[config.mk]
export PLATFORM = sky130hd
export DESIGN_NAME = software_timer_task_scheduler
export DESIGN_NICKNAME = d
export VERILOG_FILES = /design/src/design/sts_pkg.sv /design/src/design/sts_ram.sv /design/src/design/software_timer_task_scheduler.sv
export SDC_FILE = /design/constraint.sdc
export NUM_CORES = 2
export LEC_CHECK = 0
export ABC_AREA = 1
export BUFFER_PORTS_ARGS = -buffer_cell sky130_fd_sc_hd__buf_2
export CAP_MARGIN = 20
export CORE_MARGIN = 4
export CORE_UTILIZATION = 51
export DETAILED_ROUTE_END_ITERATION = 12
export PLACE_DENSITY = 0.67
export SETUP_SLACK_MARGIN = 0.2
export SLEW_MARGIN = 30
export SYNTH_ARGS = -nofsm -noshare
export SYNTH_HDL_FRONTEND = slang
export SYNTH_SLANG_ARGS = --single-unit
[constraint.sdc]
create_clock -name clk_i -period 15.3 [get_ports clk_i]
set_clock_uncertainty 0.2 [all_clocks]
set_input_delay 3.06 -clock clk_i [delete_from_list [all_inputs] [get_ports clk_i]]
set_output_delay 3.06 -clock clk_i [all_outputs]
set_load 0.05 [all_outputs]
[src/design/sts_pkg.sv]
`default_nettype none

package sts_pkg;

  // Default table depth
  localparam int unsigned SLOTS_DEFAULT = 16;

  localparam logic [31:0] TICK_MAX = 32'hFFFF_FFFF;

  typedef enum logic [2:0] {
    OP_TICK     = 3'd0,
    OP_REGISTER = 3'd1,
    OP_DELETE   = 3'd2,
    OP_START    = 3'd3,
    OP_STOP     = 3'd4,
    OP_CHPERIOD = 3'd5
  } op_e;

  typedef enum logic [1:0] {
    ST_OK      = 2'd0,
    ST_UNKNOWN = 2'd1,
    ST_FULL    = 2'd2
  } status_e;

  typedef enum logic [1:0] {
    MODE_HALTED   = 2'd0,
    MODE_RUNNING  = 2'd1,
    MODE_EXECUTED = 2'd2
  } mode_e;

  // One task slot as stored in the slot RAM
  typedef struct packed {
    logic [31:0] id;
    logic [31:0] period;
    logic [31:0] deadline;
    mode_e       mode;
    logic        rep;
  } slot_t;

endpackage

`default_nettype wire

[src/design/sts_ram.sv]
`default_nettype none

module sts_ram #(
  parameter int unsigned WIDTH = 8,
  parameter int unsigned DEPTH = 16,
  localparam int unsigned AW = (DEPTH > 1) ? $clog2(DEPTH) : 1
) (
  input  wire logic             clk_i,
  input  wire logic             we_i,
  input  wire logic [AW-1:0]    waddr_i,
  input  wire logic [WIDTH-1:0] wdata_i,
  input  wire logic [AW-1:0]    raddr_i,
  output logic      [WIDTH-1:0] rdata_o
);

  logic [WIDTH-1:0] mem_q [DEPTH];

  always_ff @(posedge clk_i) begin
    if (we_i) begin
      mem_q[waddr_i] <= wdata_i;
    end
    rdata_o <= mem_q[raddr_i];
  end

endmodule

`default_nettype wire

[src/design/software_timer_task_scheduler.sv]
`default_nettype none

// Channel | Direction | Handshake                  | Payload
// --------+-----------+----------------------------+-------------------------------------
// in      | input     | in_valid_i / in_stall_o    | opcode_i, task_id_i, periodic_i,
//         |           |                            | period_i
// out     | output    | out_valid_o / out_stall_i  | fired_o, fired_id_o, status_o,
//         |           |                            | used_slots_o
//
// Register, unused opcodes and any beat on an empty table go from S_IDLE to S_DONE without a scan.
// Tick, delete, start, stop and change period otherwise walk the used slots through the
// slot RAM's single read port, one a cycle, then go to S_DONE.
// Reset clears the registers, slot count and tick counter included, but not the slot RAM;
// slots are written at register time. A result waits in the output register while out_stall_i is high; the next
// beat is taken in the meantime, and its result waits in the sequencer.

module software_timer_task_scheduler #(
  parameter int unsigned TASK_SLOTS = sts_pkg::SLOTS_DEFAULT
) (
  input  wire logic        clk_i,
  input  wire logic        rst_ni,

  input  wire logic        in_valid_i,
  output logic             in_stall_o,
  input  wire logic [2:0]  opcode_i,
  input  wire logic [31:0] task_id_i,
  input  wire logic        periodic_i,
  input  wire logic [31:0] period_i,

  output logic             out_valid_o,
  input  wire logic        out_stall_i,
  output logic             fired_o,
  output logic [31:0]      fired_id_o,
  output logic [1:0]       status_o,
  output logic [4:0]       used_slots_o
);

  // AW indexes the RAM, CW holds a count up to TASK_SLOTS
  localparam int unsigned AW = (TASK_SLOTS > 1) ? $clog2(TASK_SLOTS) : 1;
  localparam int unsigned CW = $clog2(TASK_SLOTS + 1);
  localparam logic [CW-1:0] SlotsC = CW'(TASK_SLOTS);
  localparam int unsigned SlotW = $bits(sts_pkg::slot_t);

  typedef enum logic [1:0] {
    S_IDLE,
    S_SCAN,
    S_DONE
  } state_e;

  state_e state_q, state_d;

  // Latched beat
  logic [2:0]  op_q, op_d;
  logic [31:0] id_q, id_d;
  logic        rep_q, rep_d;
  logic [31:0] per_q, per_d;

  // Scheduler state
  logic [CW-1:0] count_q, count_d;
  logic [31:0]   now_q, now_d;
  logic          wrap_q, wrap_d;

  // Scan pipeline: read address, then RAM data for idx_q in the cycle after
  logic [CW-1:0] rd_idx_q, rd_idx_d;
  logic [CW-1:0] idx_q, idx_d;
  logic          vld_q, vld_d;
  logic          found_q, found_d;

  // Pending result
  logic          res_fired_q, res_fired_d;
  logic [31:0]   res_id_q, res_id_d;
  logic [1:0]    res_status_q, res_status_d;

  // Output register
  logic          out_valid_q, out_valid_d;
  logic          fired_q, fired_d;
  logic [31:0]   fired_id_q, fired_id_d;
  logic [1:0]    status_q, status_d;
  logic [4:0]    used_q, used_d;

  // RAM port
  logic             ram_we;
  logic [AW-1:0]    ram_waddr;
  logic [SlotW-1:0] ram_wdata;
  logic [AW-1:0]    ram_raddr;
  logic [SlotW-1:0] ram_rdata;

  sts_pkg::slot_t rec;
  sts_pkg::slot_t wrec;
  sts_pkg::slot_t new_rec;

  logic          in_accept;
  logic [31:0]   now_inc;
  logic [31:0]   add_b;
  logic [31:0]   sum;
  logic [31:0]   dl_eff;
  logic          due;
  logic          hit;
  logic          match;
  logic [CW-1:0] idx_prev;
  logic [CW+4:0] used_ext;

  sts_ram #(
    .WIDTH (SlotW),
    .DEPTH (TASK_SLOTS)
  ) u_slot_ram (
    .clk_i   (clk_i),
    .we_i    (ram_we),
    .waddr_i (ram_waddr),
    .wdata_i (ram_wdata),
    .raddr_i (ram_raddr),
    .rdata_o (ram_rdata)
  );

  assign in_stall_o = (state_q != S_IDLE);
  assign in_accept  = in_valid_i && !in_stall_o;

  assign rec       = sts_pkg::slot_t'(ram_rdata);
  assign ram_raddr = rd_idx_q[AW-1:0];
  assign idx_prev  = idx_q - CW'(1);
  assign now_inc   = now_q + 32'd1;
  assign used_ext  = {5'd0, count_q};

  // Shared adder: rearm on tick, now plus new period otherwise
  assign add_b = (op_q == sts_pkg::OP_TICK) ? rec.period : per_q;
  assign sum   = now_q + add_b;

  // Counter wrap reloads each deadline with its period ahead of the due check
  assign dl_eff = wrap_q ? rec.period : rec.deadline;
  assign due    = (rec.mode == sts_pkg::MODE_RUNNING) && (dl_eff <= now_q);
  assign hit    = vld_q && !found_q && due;
  assign match  = vld_q && !found_q && (rec.id == id_q);

  always_comb begin
    new_rec          = '0;
    new_rec.id       = task_id_i;
    new_rec.mode     = sts_pkg::MODE_HALTED;
  end

  always_comb begin
    state_d      = state_q;
    op_d         = op_q;
    id_d         = id_q;
    rep_d        = rep_q;
    per_d        = per_q;
    count_d      = count_q;
    now_d        = now_q;
    wrap_d       = wrap_q;
    rd_idx_d     = rd_idx_q;
    idx_d        = idx_q;
    vld_d        = 1'b0;
    found_d      = found_q;
    res_fired_d  = res_fired_q;
    res_id_d     = res_id_q;
    res_status_d = res_status_q;
    out_valid_d  = out_valid_q && out_stall_i;
    fired_d      = fired_q;
    fired_id_d   = fired_id_q;
    status_d     = status_q;
    used_d       = used_q;

    ram_we    = 1'b0;
    ram_waddr = idx_q[AW-1:0];
    wrec      = rec;

    unique case (state_q)
      S_IDLE: begin
        if (in_accept) begin
          op_d         = opcode_i;
          id_d         = task_id_i;
          rep_d        = periodic_i;
          per_d        = period_i;
          rd_idx_d     = '0;
          found_d      = 1'b0;
          res_fired_d  = 1'b0;
          res_id_d     = '0;
          res_status_d = sts_pkg::ST_OK;
          state_d      = S_DONE;
          unique case (opcode_i)
            sts_pkg::OP_TICK: begin
              if (now_inc == sts_pkg::TICK_MAX) begin
                now_d  = '0;
                wrap_d = 1'b1;
              end else begin
                now_d  = now_inc;
                wrap_d = 1'b0;
              end
              if (count_q != '0) begin
                state_d = S_SCAN;
              end
            end
            sts_pkg::OP_REGISTER: begin
              if (count_q >= SlotsC) begin
                res_status_d = sts_pkg::ST_FULL;
              end else begin
                ram_we    = 1'b1;
                ram_waddr = count_q[AW-1:0];
                wrec      = new_rec;
                count_d   = count_q + CW'(1);
              end
            end
            sts_pkg::OP_DELETE, sts_pkg::OP_START, sts_pkg::OP_STOP,
            sts_pkg::OP_CHPERIOD: begin
              if (count_q == '0) begin
                res_status_d = sts_pkg::ST_UNKNOWN;
              end else begin
                state_d = S_SCAN;
              end
            end
            default: begin
              // unused opcodes: no change, status ok
            end
          endcase
        end
      end

      S_SCAN: begin
        // Issue the next read while the previous slot is evaluated
        if (rd_idx_q < count_q) begin
          vld_d    = 1'b1;
          idx_d    = rd_idx_q;
          rd_idx_d = rd_idx_q + CW'(1);
        end

        if (vld_q) begin
          unique case (op_q)
            sts_pkg::OP_TICK: begin
              wrec.deadline = (hit && rec.rep) ? sum : dl_eff;
              if (hit && !rec.rep) begin
                wrec.mode = sts_pkg::MODE_EXECUTED;
              end
              ram_we = wrap_q || hit;
              if (hit) begin
                found_d     = 1'b1;
                res_fired_d = 1'b1;
                res_id_d    = rec.id;
              end
            end
            sts_pkg::OP_DELETE: begin
              // after the match each later slot moves down by one
              if (found_q) begin
                ram_we    = 1'b1;
                ram_waddr = idx_prev[AW-1:0];
              end
              if (match) begin
                found_d = 1'b1;
              end
            end
            sts_pkg::OP_START: begin
              wrec.period   = per_q;
              wrec.deadline = sum;
              wrec.mode     = sts_pkg::MODE_RUNNING;
              wrec.rep      = rep_q;
              ram_we        = match;
              if (match) begin
                found_d = 1'b1;
              end
            end
            sts_pkg::OP_STOP: begin
              wrec.mode = sts_pkg::MODE_HALTED;
              ram_we    = match;
              if (match) begin
                found_d = 1'b1;
              end
            end
            sts_pkg::OP_CHPERIOD: begin
              wrec.period   = per_q;
              wrec.deadline = sum;
              ram_we        = match;
              if (match) begin
                found_d = 1'b1;
              end
            end
            default: begin
            end
          endcase
        end else if (rd_idx_q >= count_q) begin
          // walk finished
          state_d = S_DONE;
          if (op_q != sts_pkg::OP_TICK) begin
            if (!found_q) begin
              res_status_d = sts_pkg::ST_UNKNOWN;
            end else if (op_q == sts_pkg::OP_DELETE) begin
              count_d = count_q - CW'(1);
            end
          end
        end
      end

      S_DONE: begin
        if (!out_valid_q || !out_stall_i) begin
          out_valid_d = 1'b1;
          fired_d     = res_fired_q;
          fired_id_d  = res_id_q;
          status_d    = res_status_q;
          used_d      = used_ext[4:0];
          state_d     = S_IDLE;
        end
      end

      default: begin
        state_d = S_IDLE;
      end
    endcase

    ram_wdata = wrec;
  end

  always_ff @(posedge clk_i or negedge rst_ni) begin
    if (!rst_ni) begin
      state_q      <= S_IDLE;
      op_q         <= '0;
      id_q         <= '0;
      rep_q        <= 1'b0;
      per_q        <= '0;
      count_q      <= '0;
      now_q        <= '0;
      wrap_q       <= 1'b0;
      rd_idx_q     <= '0;
      idx_q        <= '0;
      vld_q        <= 1'b0;
      found_q      <= 1'b0;
      res_fired_q  <= 1'b0;
      res_id_q     <= '0;
      res_status_q <= '0;
      out_valid_q  <= 1'b0;
      fired_q      <= 1'b0;
      fired_id_q   <= '0;
      status_q     <= '0;
      used_q       <= '0;
    end else begin
      state_q      <= state_d;
      op_q         <= op_d;
      id_q         <= id_d;
      rep_q        <= rep_d;
      per_q        <= per_d;
      count_q      <= count_d;
      now_q        <= now_d;
      wrap_q       <= wrap_d;
      rd_idx_q     <= rd_idx_d;
      idx_q        <= idx_d;
      vld_q        <= vld_d;
      found_q      <= found_d;
      res_fired_q  <= res_fired_d;
      res_id_q     <= res_id_d;
      res_status_q <= res_status_d;
      out_valid_q  <= out_valid_d;
      fired_q      <= fired_d;
      fired_id_q   <= fired_id_d;
      status_q     <= status_d;
      used_q       <= used_d;
    end
  end

  assign out_valid_o  = out_valid_q;
  assign fired_o      = fired_q;
  assign fired_id_o   = fired_id_q;
  assign status_o     = status_q;
  assign used_slots_o = used_q;

endmodule

`default_nettype wire
==> results list <==
- Element type at the critical path end: register
- Sinks on the clock net: approximately 1.9k
* Max transition margin: between 20% and 30%
* Critical-path maximum fanout: between 50 and 60
- Non-filler instance count after layout: a little under 9k
* Final-layout fill cell count: between 10k and 15k
* Row count: between 100 and 150
- Final hold analysis gives a worst-case slack of roughly 0.28 ns.
- Area growth syn-to-layout: 11.78%
- After detailed routing, the total wire length is 218.5 mm.
- After clock tree synthesis, the clock-pin slew on the worst setup and hold paths is approximately 0.060 ns.
* Vias in the first global route: slightly above 50k
- H-Tree Depth: 4
- Drt initial violations: 6983
- Tracing the worst setup path back leads to its startpoint at in_valid_i.
- The first global-routing pass estimated between 300 and 400 mm of wire.
- Minimum period implied by the final worst setup slack: slightly below 8 ns
- VDD sags by at most about 140 uV.
- CTS placed an instance of sky130_fd_sc_hd__clkbuf_16 at the clock tree root.
- Largest net degree at the start of global routing: ~220
- Worst slew pin tran: 1.053 ns
* Sequential element share of the synthesized area: 70.09%
- Number of cells on the critical path: 13
- The largest single stage delay on the critical path is 0.91 ns.
* Start of the worst register-to-register path: wrap_q$_DFFE_PN0P_
- Total global routing track utilization: between 20% and 30%
* Final Wtd Congestion: ~1
- Max Fclk: approximately 0.13 GHz
- Share of post-route cells with drive strength above 1: around 8.7%
- Die Y: between 300 and 400 um
- In this run the worst setup path terminates at u_slot_ram.mem_q[2][56]$_DFFE_PP_.
- The slowest stage of the critical path is the sky130_fd_sc_hd__buf_4 cell.
- After synthesis, the mean cell area works out to between 10 and 15 um2.
- Period Utilization, post-route: between 50% and 60%
- Endpoints failing setup: 0
- The floorplan step defined a core boundary enclosing 150700 um2.
- Buf+Inv Stages, Crit Path: 6
- For this block, the via count after detailed routing is around 54k.
* Syn_nets: between 6k and 7k
* Leakage component of the power: ~0.031 uW
* DIE WIDTH: ~400 um
- Setup slack on the worst reg-to-reg path comes out at roughly 8.5 ns.
* Cell count of the worst reg-to-reg path: 21
- Across the run, the number of max-cap violations was 0.
* Cell accounting for the most synthesized area: sky130_fd_sc_hd__edfxtp_1
- Number of detailed-route iterations in the first pass: 8
- Critical path, cell by cell: buf_2, inv_1, nor2_8, inv_2, nor2_4, inv_1, nand2_1, nand2_1, a221oi_2, nand3_1, nor2_4, buf_4, buf_4
* Slew Limit Fails: 0
- Once the clock tree was built, the setup fixing pass inserted 0 buffers.
* Area share of the leading cell type in the synthesized netlist: between 60% and 70%
* Setup TNS: 0 ns
* Starting density of the core: 51.54%
- STA puts the critical path data arrival time at between 7 and 8 ns.
- CP top delay family: buffers and inverters
- Quantity of gates resized following cts: 0
* Required time of the worst setup path: between 15 and 20 ns
- Class of the tightest hold or removal check: register to register
* Instance count of the mapped netlist: 6731
- Setup repair after global routing missed its margin: no
- Fin. Hold Viols: 0
* Area contributors post-synth: sky130_fd_sc_hd__edfxtp_1 61%, sky130_fd_sc_hd__o21ai_0 6.9%, sky130_fd_sc_hd__dfrtp_1 6.3%
- Critical path class: input port to register
* Fin area: around 87000 um2
* Post-synthesis sequential element count: 1878
- Dividing the detail-routed via count by the number of cells gives between 6 and 7.
- After synthesis the cells add up to about 78000 um2.
- Number of buffers created by CTS: 185
- Dpl cells: roughly 8.6k
- Dividing the detail-routed wire length by the instance count gives 24.47 um.
- After clock tree synthesis, the flow added hold-fix buffers numbering 0.
* Critical Path Source Type: input port
- Reg2reg end: u_slot_ram.mem_q[2][56]$_DFFE_PP_
- The synthesized netlist contains between 50 and 60 unique library cells.
* Number of nets with antenna violations after routing: 0
- In the final design database the tool counted between 6k and 7k nets.
* HPWL reported at the end of detailed placement: 122.2 mm
* Maximum root-to-sink buffer count: 3
- The flow ran to the end, and the final reports show no timing, DRC or antenna violations.
- Leaving out fill and tap cells, the most frequent cell in the layout is sky130_fd_sc_hd__edfxtp_1.
- Number of top-level pins: 114
- Power spread over the standard cell area amounts to between 200 and 250 nW/um2.
- GRT overflow: 0
- The die covers 158600 um2.
* Hold Path Origin: fired_id_o[6]$_DFFE_PN0P_
- Latest clock arrival within the worst-skew pair: between 0.8 and 0.9 ns
- Across the whole layout, storage elements account for 54440 um2.
- PortBufs: approximately 110
* Post-route DRC violation count: 0
* Clock tree from TritonCTS: built
- Area of the multi-input gates: just over 20000 um2
* Cell Area, Placed: a little over 80000 um2
- Yosys printed 0 warnings.
- The initial antenna violation count is 9.
- Most used cells in the layout excluding fill and tap cells: 1584 x sky130_fd_sc_hd__edfxtp_1, 1069 x sky130_fd_sc_hd__o21ai_0, 941 x sky130_fd_sc_hd__nand2_1
-- stage by stage --
step           util [%]  total power (uW)  worst slack (ns)
2_1_floorplan         -             10880             6.075
3_3_place_gp      53.32             12830             6.931
3_5_place_dp      53.43             12970             6.834
4_1_cts           57.44             17430             7.650
5_1_grt           57.61             18390             7.388
6_report          57.62             17520             7.591
-- cell usage after synthesis, drive strengths merged --
master   instances
edfxtp        1584
o21ai         1075
nand2          944
nor2           927
inv            368
clkbuf         354
nand3          331
o22ai          290
dfrtp          195
o221ai         166
dfxtp           99
ha              75
a21oi           69
buf             49
xor2            46
o211ai          38
nor3            29
nand4           20
xnor2           14
o21bai          12
or2              8
a21o             7
clkinv           5
nor4             5
a31oi            3
o21a             3
and3             2
fa               2
nor3b            2
o31ai            2
a211oi           1
a21boi           1
a221oi           1
nand2b           1
nand3b           1
o2111ai          1
o311ai           1
-- final cells by class --
| type | count | share of cell area (%) |
|---|---|---|
| Antenna cell | 2 | 0.005765 |
| Clock buffer | 269 | 5.974 |
| Clock inverter | 78 | 0.9787 |
| Inverter | 373 | 1.645 |
| Multi-Input combinational cell | 4077 | 23.76 |
| Sequential cell | 1878 | 62.71 |
| Tap cell | 2016 | 2.906 |
| Timing Repair Buffer | 235 | 2.021 |
-- state kept, by name (all words and copies together) (netlist names), 2 cells and up --
signal	count
count_q	5
fired_id_o	32
id_q	32
idx_q	4
now_q	32
op_q	3
per_q	32
rd_idx_q	5
res_id_q	32
res_status_q	2
state_q	2
status_o	2
u_slot_ram.mem_q	1584
u_slot_ram.rdata_o	99
used_slots_o	5
-- layer usage --
| layer | up-vias | part of all wire, % | wire length [um] | global-route usage, % |
|---|---|---|---|---|
| li1 | 24170 | - | - | - |
| met1 | 26470 | 41 | 89050 | 38.94 |
| met2 | 2718 | 46 | 100300 | 41.85 |
| met3 | 404 | 10 | 22460 | 5.062 |
| met4 | 0 | 3.1 | 6704 | 8.779 |
| met5 | - | 0 | 0 | 0 |
-- cell families after synthesis --
family	count (synthesis)	share of synthesized area (%)
and+or+nand+nor	2270	11.89
DFF	1878	70.09
AOI/OAI and AO/OA	1670	12.27
buffers and inverters	776	3.820
adders and majority gates	77	1.260
xor gates and xnor gates	60	0.6767
-- how the worst min path moves through the flow --
stage | to | slack [ns] | cells after the start
final | fired_id_o[6]$_DFFE_PN0P_ | 0.28 | 2
after global routing | fired_id_o[12]$_DFFE_PN0P_ | 0.31 | 2
after CTS | fired_id_o[7]$_DFFE_PN0P_ | 0.29 | 2
after detailed placement | fired_id_o[7]$_DFFE_PN0P_ | 0.27 | 2
after global placement | fired_id_o[25]$_DFFE_PN0P_ | 0.27 | 2
after floorplan | rep_q$_DFFE_PN0P_ | 0.24 | 2
-- worst register-to-register path, delay by kind of cell (launching register included) --
kind / cells / cell delay, ns
fa+ha+maj: 1 / 0.32
compound gates: 4 / 0.80
flops: 1 / 0.34
buf+inv: 5 / 2.82
simple gates: 11 / 1.89
-- where the power goes --
part / switching, uW / internal (uW) / leakage, uW
combinational: 4330 / 1460 / 0.0103
sequential: 355 / 6910 / 0.0176
clock: 1920 / 2550 / 0.00292
Power figures use the tool's default switching activity.
